<file path="src/hdl/lrhp_pkg.sv">
// Package for the literal run header packer.
// Holds the payload, configuration and queue entry types, the register
// indexes and the header bit mapping function. No dependencies.
package lrhp_pkg;

	localparam int MAX_HEADER_BYTES = 4;
	localparam int LENGTH_WIDTH     = 16;
	localparam int HDR_CNT_W        = $clog2(MAX_HEADER_BYTES + 1);
	localparam int QUEUE_DEPTH      = 4;
	localparam int QPTR_W           = $clog2(QUEUE_DEPTH);
	localparam int QCNT_W           = $clog2(QUEUE_DEPTH + 1);
	localparam int MAP_W            = 40;
	localparam int CFG_INDEX_W      = 4;
	localparam int CFG_DATA_W       = 40;

	localparam logic [4:0] CODE_ONE = 5'd31;

	typedef enum logic [CFG_INDEX_W-1:0] {
		REG_LENGTH_BITS       = 4'd0,
		REG_LENGTH_OFFSET     = 4'd1,
		REG_ALIGN_BITS        = 4'd2,
		REG_HEADER_BYTES      = 4'd3,
		REG_HEADER_MAP_FIRST  = 4'd4,
		REG_HEADER_MAP_SECOND = 4'd5,
		REG_HEADER_MAP_THIRD  = 4'd6,
		REG_HEADER_MAP_FOURTH = 4'd7
	} cfg_reg_t;

	typedef struct packed {
		logic [7:0]  data_byte;
		logic        message_start;
		logic [15:0] message_length;
	} item_t;

	typedef struct packed {
		logic [7:0] out_byte;
		logic       is_header;
		logic       run_error;
		logic       last_of_item;
	} result_t;

	typedef struct packed {
		logic [4:0]                      length_bits;
		logic signed [8:0]               length_offset;
		logic [3:0]                      align_bits;
		logic [2:0]                      header_bytes;
		logic [MAX_HEADER_BYTES-1:0][MAP_W-1:0] header_map;
	} cfg_t;

	// One queue entry: the work one accepted item leaves for the back end.
	typedef struct packed {
		logic [7:0]                       data;
		logic                             err;
		logic [HDR_CNT_W-1:0]             hdr_cnt;
		logic [MAX_HEADER_BYTES-1:0][7:0] hdr;
	} entry_t;

	// Builds one header byte; code 0 lands in the MSB.
	function automatic logic [7:0] hdr_byte(input logic [MAP_W-1:0] map,
		input logic [LENGTH_WIDTH-1:0] len);
		logic [7:0] v;
		logic [4:0] code;
		v = '0;
		for (int k = 0; k < 8; k++) begin
			code = map[5*k +: 5];
			if (!code[4])
				v[7-k] = len[code[3:0]];
			else
				v[7-k] = (code == CODE_ONE);
		end
		return v;
	endfunction

endpackage

</file>
<file path="src/hdl/lrhp_front.sv">
// Front end of the literal run header packer: accepts items, tracks the
// message and run counters, and queues each item's work. Uses lrhp_pkg.
module lrhp_front (
	input  logic            clk,
	input  logic            arst_n,
	input  lrhp_pkg::cfg_t  cfg,
	input  lrhp_pkg::item_t item,
	input  logic            accept,
	output logic            push,
	output lrhp_pkg::entry_t push_entry
);
	import lrhp_pkg::*;

	logic [15:0]        mr_q;
	logic [16:0]        rr_q;
	logic               drop_q;
	logic [15:0]        mr_eff;
	logic [16:0]        rr_eff;
	logic               drop_eff;
	logic signed [17:0] off_ext;
	logic signed [17:0] cnt;
	logic [16:0]        cnt_pos;
	logic [4:0]         lb;
	logic [16:0]        maxlen;
	logic [16:0]        sat;
	logic [15:0]        mask;
	logic [15:0]        len;
	logic signed [17:0] run;
	logic               run_bad;
	logic               idle_msg;
	logic [HDR_CNT_W-1:0] hb;

	always_comb begin
		if (item.message_start) begin
			mr_eff   = item.message_length;
			rr_eff   = '0;
			drop_eff = 1'b0;
		end else begin
			mr_eff   = mr_q;
			rr_eff   = rr_q;
			drop_eff = drop_q;
		end
		idle_msg = drop_eff || (mr_eff == '0);

		off_ext = {{9{cfg.length_offset[8]}}, cfg.length_offset};
		cnt     = $signed({2'b00, mr_eff}) - off_ext;
		cnt_pos = cnt[17] ? '0 : cnt[16:0];
		lb      = (cfg.length_bits > 5'(LENGTH_WIDTH)) ? 5'(LENGTH_WIDTH) : cfg.length_bits;
		maxlen  = (17'd1 << lb) - 17'd1;
		sat     = (cnt_pos > maxlen) ? maxlen : cnt_pos;
		mask    = ~((16'd1 << cfg.align_bits) - 16'd1);
		len     = sat[15:0] & mask;
		run     = $signed({2'b00, len}) + off_ext;
		run_bad = run[17] || (run == '0) || (run[16:0] > {1'b0, mr_eff});

		if (cfg.header_bytes == '0)
			hb = HDR_CNT_W'(1);
		else if (cfg.header_bytes > 3'(MAX_HEADER_BYTES))
			hb = HDR_CNT_W'(MAX_HEADER_BYTES);
		else
			hb = HDR_CNT_W'(cfg.header_bytes);

		push_entry.data    = item.data_byte;
		push_entry.err     = 1'b0;
		push_entry.hdr_cnt = '0;
		for (int b = 0; b < MAX_HEADER_BYTES; b++)
			push_entry.hdr[b] = hdr_byte(cfg.header_map[b], len);
		if (rr_eff == '0) begin
			if (run_bad)
				push_entry.err = 1'b1;
			else
				push_entry.hdr_cnt = hb;
		end
		push = accept && !idle_msg;
	end

	always_ff @(posedge clk or negedge arst_n) begin
		if (!arst_n) begin
			mr_q   <= '0;
			rr_q   <= '0;
			drop_q <= 1'b0;
		end else if (accept) begin
			if (idle_msg) begin
				mr_q   <= mr_eff;
				rr_q   <= rr_eff;
				drop_q <= drop_eff;
			end else if (rr_eff == '0 && run_bad) begin
				mr_q   <= '0;
				rr_q   <= '0;
				drop_q <= 1'b1;
			end else begin
				mr_q   <= mr_eff - 16'd1;
				rr_q   <= ((rr_eff == '0) ? run[16:0] : rr_eff) - 17'd1;
				drop_q <= 1'b0;
			end
		end
	end

endmodule

</file>
<file path="src/hdl/lrhp_queue.sv">
// Short FIFO of queue entries between front and back of the packer.
// Register based; uses lrhp_pkg.
module lrhp_queue (
	input  logic              clk,
	input  logic              arst_n,
	input  logic              push,
	input  lrhp_pkg::entry_t  push_entry,
	output logic              full,
	output logic              head_valid,
	output lrhp_pkg::entry_t  head,
	input  logic              pop
);
	import lrhp_pkg::*;

	entry_t            slot_q [QUEUE_DEPTH];
	logic [QPTR_W-1:0] wr_ptr_q;
	logic [QPTR_W-1:0] rd_ptr_q;
	logic [QCNT_W-1:0] count_q;

	assign full       = (count_q == QCNT_W'(QUEUE_DEPTH));
	assign head_valid = (count_q != '0);
	assign head       = slot_q[rd_ptr_q];

	always_ff @(posedge clk) begin
		if (push)
			slot_q[wr_ptr_q] <= push_entry;
	end

	always_ff @(posedge clk or negedge arst_n) begin
		if (!arst_n) begin
			wr_ptr_q <= '0;
			rd_ptr_q <= '0;
			count_q  <= '0;
		end else begin
			if (push)
				wr_ptr_q <= wr_ptr_q + QPTR_W'(1);
			if (pop)
				rd_ptr_q <= rd_ptr_q + QPTR_W'(1);
			if (push && !pop)
				count_q <= count_q + QCNT_W'(1);
			else if (pop && !push)
				count_q <= count_q - QCNT_W'(1);
		end
	end

endmodule

</file>
<file path="src/hdl/lrhp_back.sv">
// Back end of the packer: sends each entry's header bytes and then its
// literal byte, or its error result, via an output register. Uses lrhp_pkg.
module lrhp_back (
	input  logic              clk,
	input  logic              arst_n,
	input  logic              head_valid,
	input  lrhp_pkg::entry_t  head,
	output logic              pop,
	output logic              result_valid,
	output lrhp_pkg::result_t result,
	input  logic              result_stall
);
	import lrhp_pkg::*;

	logic                 out_valid_q;
	result_t              out_q;
	logic [HDR_CNT_W-1:0] idx_q;
	logic                 load;
	logic                 in_hdr;
	result_t              next_res;

	assign load   = head_valid && (!out_valid_q || !result_stall);
	assign in_hdr = !head.err && (idx_q < head.hdr_cnt);

	always_comb begin
		next_res.out_byte     = head.data;
		next_res.is_header    = 1'b0;
		next_res.run_error    = 1'b0;
		next_res.last_of_item = 1'b1;
		if (head.err) begin
			next_res.out_byte  = '0;
			next_res.run_error = 1'b1;
		end else if (in_hdr) begin
			next_res.out_byte     = head.hdr[idx_q[$clog2(MAX_HEADER_BYTES > 1 ?
				MAX_HEADER_BYTES : 2)-1:0]];
			next_res.is_header    = 1'b1;
			next_res.last_of_item = 1'b0;
		end
		pop = load && !in_hdr;
	end

	always_ff @(posedge clk) begin
		if (load)
			out_q <= next_res;
	end

	always_ff @(posedge clk or negedge arst_n) begin
		if (!arst_n) begin
			out_valid_q <= 1'b0;
			idx_q       <= '0;
		end else begin
			if (load)
				out_valid_q <= 1'b1;
			else if (!result_stall)
				out_valid_q <= 1'b0;
			if (load)
				idx_q <= in_hdr ? idx_q + HDR_CNT_W'(1) : '0;
		end
	end

	assign result_valid = out_valid_q;
	assign result       = out_q;

endmodule

</file>
<file path="src/hdl/literal_run_header_packer.sv">
// Top level of the literal run header packer.
// Instantiates lrhp_front, lrhp_queue and lrhp_back; uses lrhp_pkg.

// The packer takes one literal byte per transaction and sends it on,
// preceded by 1 to 4 header bytes whenever that byte opens a new run of the
// message. A byte that falls outside a message, or after a bad run, is
// swallowed without a result; a bad run yields a single error result. The
// front end decides each byte's work in the cycle it is accepted and drops
// it into a four-entry queue; the back end drains the queue at one result
// per cycle through a registered output, unless result_stall holds it. A
// byte inside a run yields one result; a byte that opens a run yields its
// header bytes, then its literal byte. The input side stalls only when the
// queue is full. Accepted work passes a queue slot register and then the
// output register. Configuration writes are always taken (cfg_ready is
// tied high) and are meant to happen while no transaction is in flight.
module literal_run_header_packer (
	input  logic                                clk,
	input  logic                                arst_n,
	input  logic                                item_valid,
	output logic                                item_stall,
	input  lrhp_pkg::item_t                     item,
	output logic                                result_valid,
	input  logic                                result_stall,
	output lrhp_pkg::result_t                   result,
	input  logic                                cfg_valid,
	output logic                                cfg_ready,
	input  logic [lrhp_pkg::CFG_INDEX_W-1:0]    cfg_index,
	input  logic [lrhp_pkg::CFG_DATA_W-1:0]     cfg_data
);
	import lrhp_pkg::*;

	cfg_t   cfg_q;
	logic   accept;
	logic   push;
	entry_t push_entry;
	logic   full;
	logic   head_valid;
	entry_t head;
	logic   pop;

	// Register file. Writes to indexes past the last register are ignored.
	assign cfg_ready = 1'b1;

	always_ff @(posedge clk or negedge arst_n) begin
		if (!arst_n) begin
			cfg_q.length_bits   <= 5'd8;
			cfg_q.length_offset <= '0;
			cfg_q.align_bits    <= '0;
			cfg_q.header_bytes  <= 3'd1;
			cfg_q.header_map    <= '0;
		end else if (cfg_valid && cfg_ready) begin
			case (cfg_index)
				REG_LENGTH_BITS:       cfg_q.length_bits   <= cfg_data[4:0];
				REG_LENGTH_OFFSET:     cfg_q.length_offset <= cfg_data[8:0];
				REG_ALIGN_BITS:        cfg_q.align_bits    <= cfg_data[3:0];
				REG_HEADER_BYTES:      cfg_q.header_bytes  <= cfg_data[2:0];
				REG_HEADER_MAP_FIRST:  cfg_q.header_map[0] <= cfg_data[MAP_W-1:0];
				REG_HEADER_MAP_SECOND: cfg_q.header_map[1] <= cfg_data[MAP_W-1:0];
				REG_HEADER_MAP_THIRD:  cfg_q.header_map[2] <= cfg_data[MAP_W-1:0];
				REG_HEADER_MAP_FOURTH: cfg_q.header_map[3] <= cfg_data[MAP_W-1:0];
				default: begin
				end
			endcase
		end
	end

	// The input stalls only on a full queue, so a stream of run bytes flows
	// at one per cycle while the output keeps up.
	assign item_stall = full;
	assign accept     = item_valid && !item_stall;

	lrhp_front u_front (
		.clk        (clk),
		.arst_n     (arst_n),
		.cfg        (cfg_q),
		.item       (item),
		.accept     (accept),
		.push       (push),
		.push_entry (push_entry)
	);

	lrhp_queue u_queue (
		.clk        (clk),
		.arst_n     (arst_n),
		.push       (push),
		.push_entry (push_entry),
		.full       (full),
		.head_valid (head_valid),
		.head       (head),
		.pop        (pop)
	);

	lrhp_back u_back (
		.clk          (clk),
		.arst_n       (arst_n),
		.head_valid   (head_valid),
		.head         (head),
		.pop          (pop),
		.result_valid (result_valid),
		.result       (result),
		.result_stall (result_stall)
	);

endmodule

</file>
<file path="config.mk">
export PLATFORM = sky130hd
export DESIGN_NAME = literal_run_header_packer
export DESIGN_NICKNAME = d
export VERILOG_FILES = /design/src/hdl/lrhp_pkg.sv /design/src/hdl/lrhp_front.sv /design/src/hdl/lrhp_queue.sv /design/src/hdl/lrhp_back.sv /design/src/hdl/literal_run_header_packer.sv
export SDC_FILE = /design/constraint.sdc
export NUM_CORES = 1
export LEC_CHECK = 0
export BUFFER_PORTS_ARGS = -buffer_cell sky130_fd_sc_hd__buf_2
export CORE_MARGIN = 8
export CORE_UTILIZATION = 58
export CTS_CLUSTER_DIAMETER = 80
export DETAILED_ROUTE_END_ITERATION = 16
export HOLD_SLACK_MARGIN = 0.12
export PLACE_DENSITY_LB_ADDON = 0.12
export SLEW_MARGIN = 20
export SYNTH_ARGS = -nofsm -noshare
export SYNTH_HDL_FRONTEND = slang
export SYNTH_SLANG_ARGS = --single-unit
</file>
<file path="constraint.sdc">
create_clock -name clk -period 15.2 [get_ports clk]
set_input_delay 0.76 -clock clk [delete_from_list [all_inputs] [get_ports clk]]
set_output_delay 0.76 -clock clk [all_outputs]
set_load 0.02 [all_outputs]
</file>
==> results by group <==
Detailed routing
  • DRC violations left: 0
  • 1st-iter DRT viols: 1873
  • DRT Pass-1 Iters: 5
  • Vias: 19800
  • ANT nets after route: 0
  • WL/cell: 23.6 um
  • DR vias/cell: 6.68
  • Routed WL: 69700 um

Clocking
  • Clock insertion delay at the later pin of the skew report: 0.59 ns
  • # Post-CTS Setup Buffers: 0
  • Clock Sinks: 413
  • Hold_buf cts: 0
  • CTS tree: done
  • Cts repair resizes: 0
  • Num CTS Buffers: 46
  • Clock slew at reported path FFs: 0.06 ns
  • CTS max path bufs: 3
  • H-Tree Level Count: 2
  • Root Buffer: clkbuf_16

Run status
  • Outcome: finished, final reports clean

Setup path
  • CP startpoint kind: primary input
  • RR Startpoint: u_front.mr_q[10]
  • Reg-to-reg endpoint: u_front.mr_q[11]
  • CP Class: in2reg
  • Critical Path Source: item[16]
  • CP peak stage delay: 0.86 ns
  • Critical path arrival: 11.32 ns
  • R2R setup slack: 4.92 ns
  • Critical-path top delay cell: a21oi_1
  • Crit-path max FO: 34
  • CP dominant cell by count: ha_1
  • Worst Setup End Kind: flip-flop
  • FF-to-FF path depth: 35
  • Worst Path Required: 15.71 ns

Flow run
  • Max Cap Viol: 0

Global route
  • Total Routing Usage GR: 26.8%
  • Grt ovf: 0
  • Largest net degree at the start of global routing: 93
  • Vias in the first global route: 19200
  • Global-route wire length before repair: 109000 um
  • Initial antenna violation count: 1

Place
  • Dpl hpwl: 43900 um
  • # port buffers: 86
  • DP Cell Count: 2869
  • GP Congestion: 0.881

STA
  • Max transition margin: 16.8%
  • Fmax achieved: 0.0925 GHz
  • Fin. max-slew vios: 0
  • Fin crit period: 10.81 ns
  • Slew @ Worst Pin: 1.24 ns
  • Clock skew after layout: 0.0242 ns
  • Final TNS setup: 0 ns
  • Hold Vio Cnt, Final: 0
  • RSZ-0062 raised after global routing: false
  • Tcrit/Tclk final: 71.1%
  • Setup Viol. Count Final: 0

Finish
  • Layout Cells excl Fill: 2957
  • Nets: 2481
  • Filler instances: 3401
  • Area grow syn2layout: 8.89%
  • Fraction of layout cells with a size suffix above 1: 21.4%

Floorplan
  • Die X: 228 um
  • Die height: 228 um
  • Die Area: 51800 um2
  • Boundary pin count: 88
  • Initial Util: 58.7%
  • Std-Cell Rows: 77
  • Total core area: 44200 um2

Logic synthesis
  • Sequential-to-total area share from yosys stat: 43.4%
  • Synth cell types: 99
  • Mapped cell area: 26000 um2
  • Post-synth top area cell: edfxtp_1
  • Syn_area_per_cell: 11.1 um2
  • Flops & latches, synth: 413
  • Warning count from the yosys run: 0
  • Synthesized-area fraction occupied by adder cells: 4.04%
  • Main combinational cell family by area after synthesis: multiplexers
  • Most frequent cells after synthesis: dfrtp_1 (224), edfxtp_1 (187), mux2_2 (159)
  • Leading register cell type out of synthesis: dfrtp_1
  • Top cell type's share of synthesized area: 21.6%
  • Synth Area in Simple Gates: 12.1%
  • FFs w/ async S/R, synth: 54.7%
  • Post-synth EDFFs: 187
  • Post-Synth XOR/XNOR Area: 1.72%
  • Synth Area in Compound Gates: 16.3%
  • Count leader, synth: dfrtp_1
  • Post-Synthesis Cells: 2340
  • Ranking of synthesized cells by area: edfxtp_1 (22%), dfrtp_1 (22%), mux4_2 (9.0%)
  • Proportion of synthesized area in mux cells: 18.3%

Min path
  • Worst min path class: in2async

Power and ir drop
  • Final Total Pwr: 0.00693 W
  • Leak pwr: 11.0 nW
  • P per Cell Area: 245 nW/um2
  • Peak supply drop: 0.279 mV
==> cell usage in the layout (no fill, tap or decap), drive strengths merged, types with 33 or more instances in the layout <==
cell and count:
edfxtp 187, o21ai 138, buf 113, dfrtp 224, clkbuf 63, xnor2 38, nor3 60, mux2 159
nor2b 85, mux4 104, nor2 156, ha 79, a21oi 81, a221o 33, inv 97, mux2i 61
o31ai 60, nand2b 44, nand2 136
==> per-stage QoR <==
| stage | setup slack [ns] | util, % | hold WS (ns) | area (um2) |
|---|---|---|---|---|
| 6_report | 4.39 | 63.9 | 0.149 | 28300 |
| 5_1_grt | 3.66 | 63.9 | 0.256 | 28300 |
| 4_1_cts | 4.62 | 63.9 | 0.219 | 28200 |
| 3_5_place_dp | 4.04 | 60.3 | 0.480 | 26700 |
| 3_3_place_gp | 4.26 | 60.3 | 0.469 | 26700 |
| 2_1_floorplan | 5.54 | - | 0.456 | 26000 |
==> registers in the layout, indices dropped and copies added (netlist names), 3 cells and up <==
signal           cells
u_back.result       11
u_queue.count_q      3
u_back.idx_q         3
u_front.mr_q        16
cfg_q              181
u_front.rr_q        17
u_queue.slot_q     176
==> power breakdown <==
part / internal, W / switching [W]
Combinational: 0.00153 / 0.00240
Sequential: 0.00156 / 0.000304
Clock: 0.000673 / 0.000477
Total: 0.00376 / 0.00318
==> per-layer routing <==
| layer | track usage [%] | up-vias | share of wire (%) |
|---|---|---|---|
| met1 | 38.1 | 9844 | 43 |
| met3 | 4.20 | 160 | 8.3 |
| met2 | 41.7 | 822 | 46 |
| met4 | 9.17 | 2 | 2.8 |
| li1 | - | 8930 | - |
| met5 | 0 | - | 0.026 |
==> worst max-delay path: cells and delay by family <==
family	cells	cell delay [ns]
compound gates	13	4.35
xor+xnor	1	0.21
fa+ha+maj	4	1.47
buf+inv	5	1.38
mux	1	0.58
simple gates	12	2.53
==> final cells by class <==
class,count,area (um2),area share (%)
Inverter,92,345,1.22
Antenna cell,2,5.00,0.0177
Clock inverter,23,303,1.07
Clock buffer,63,1250,4.44
Timing Repair Buffer,113,647,2.29
Multi-Input combinational cell,1659,13700,48.5
Sequential cell,413,11300,39.9
Tap cell,592,741,2.62
==> cell families after synthesis <==
kind of cell,count (synthesis)
and+or+nand+nor,617
DFF,413
adders and majority gates,82
AOI/OAI and AO/OA,583
muxes,324
other,1
xor gates and xnor gates,51
buffers and inverters,269
==> how the worst max path moves through the flow <==
stage	end	slack [ns]
after floorplan	u_front.mr_q[10]	5.54
final	u_front.mr_q[11]	4.39
after global placement	u_front.mr_q[10]	4.26
after detailed placement	u_front.mr_q[11]	4.04
after global routing	u_front.mr_q[11]	3.66
after CTS	u_front.mr_q[11]	4.62
Note: power is estimated with default switching activity, not from simulation.
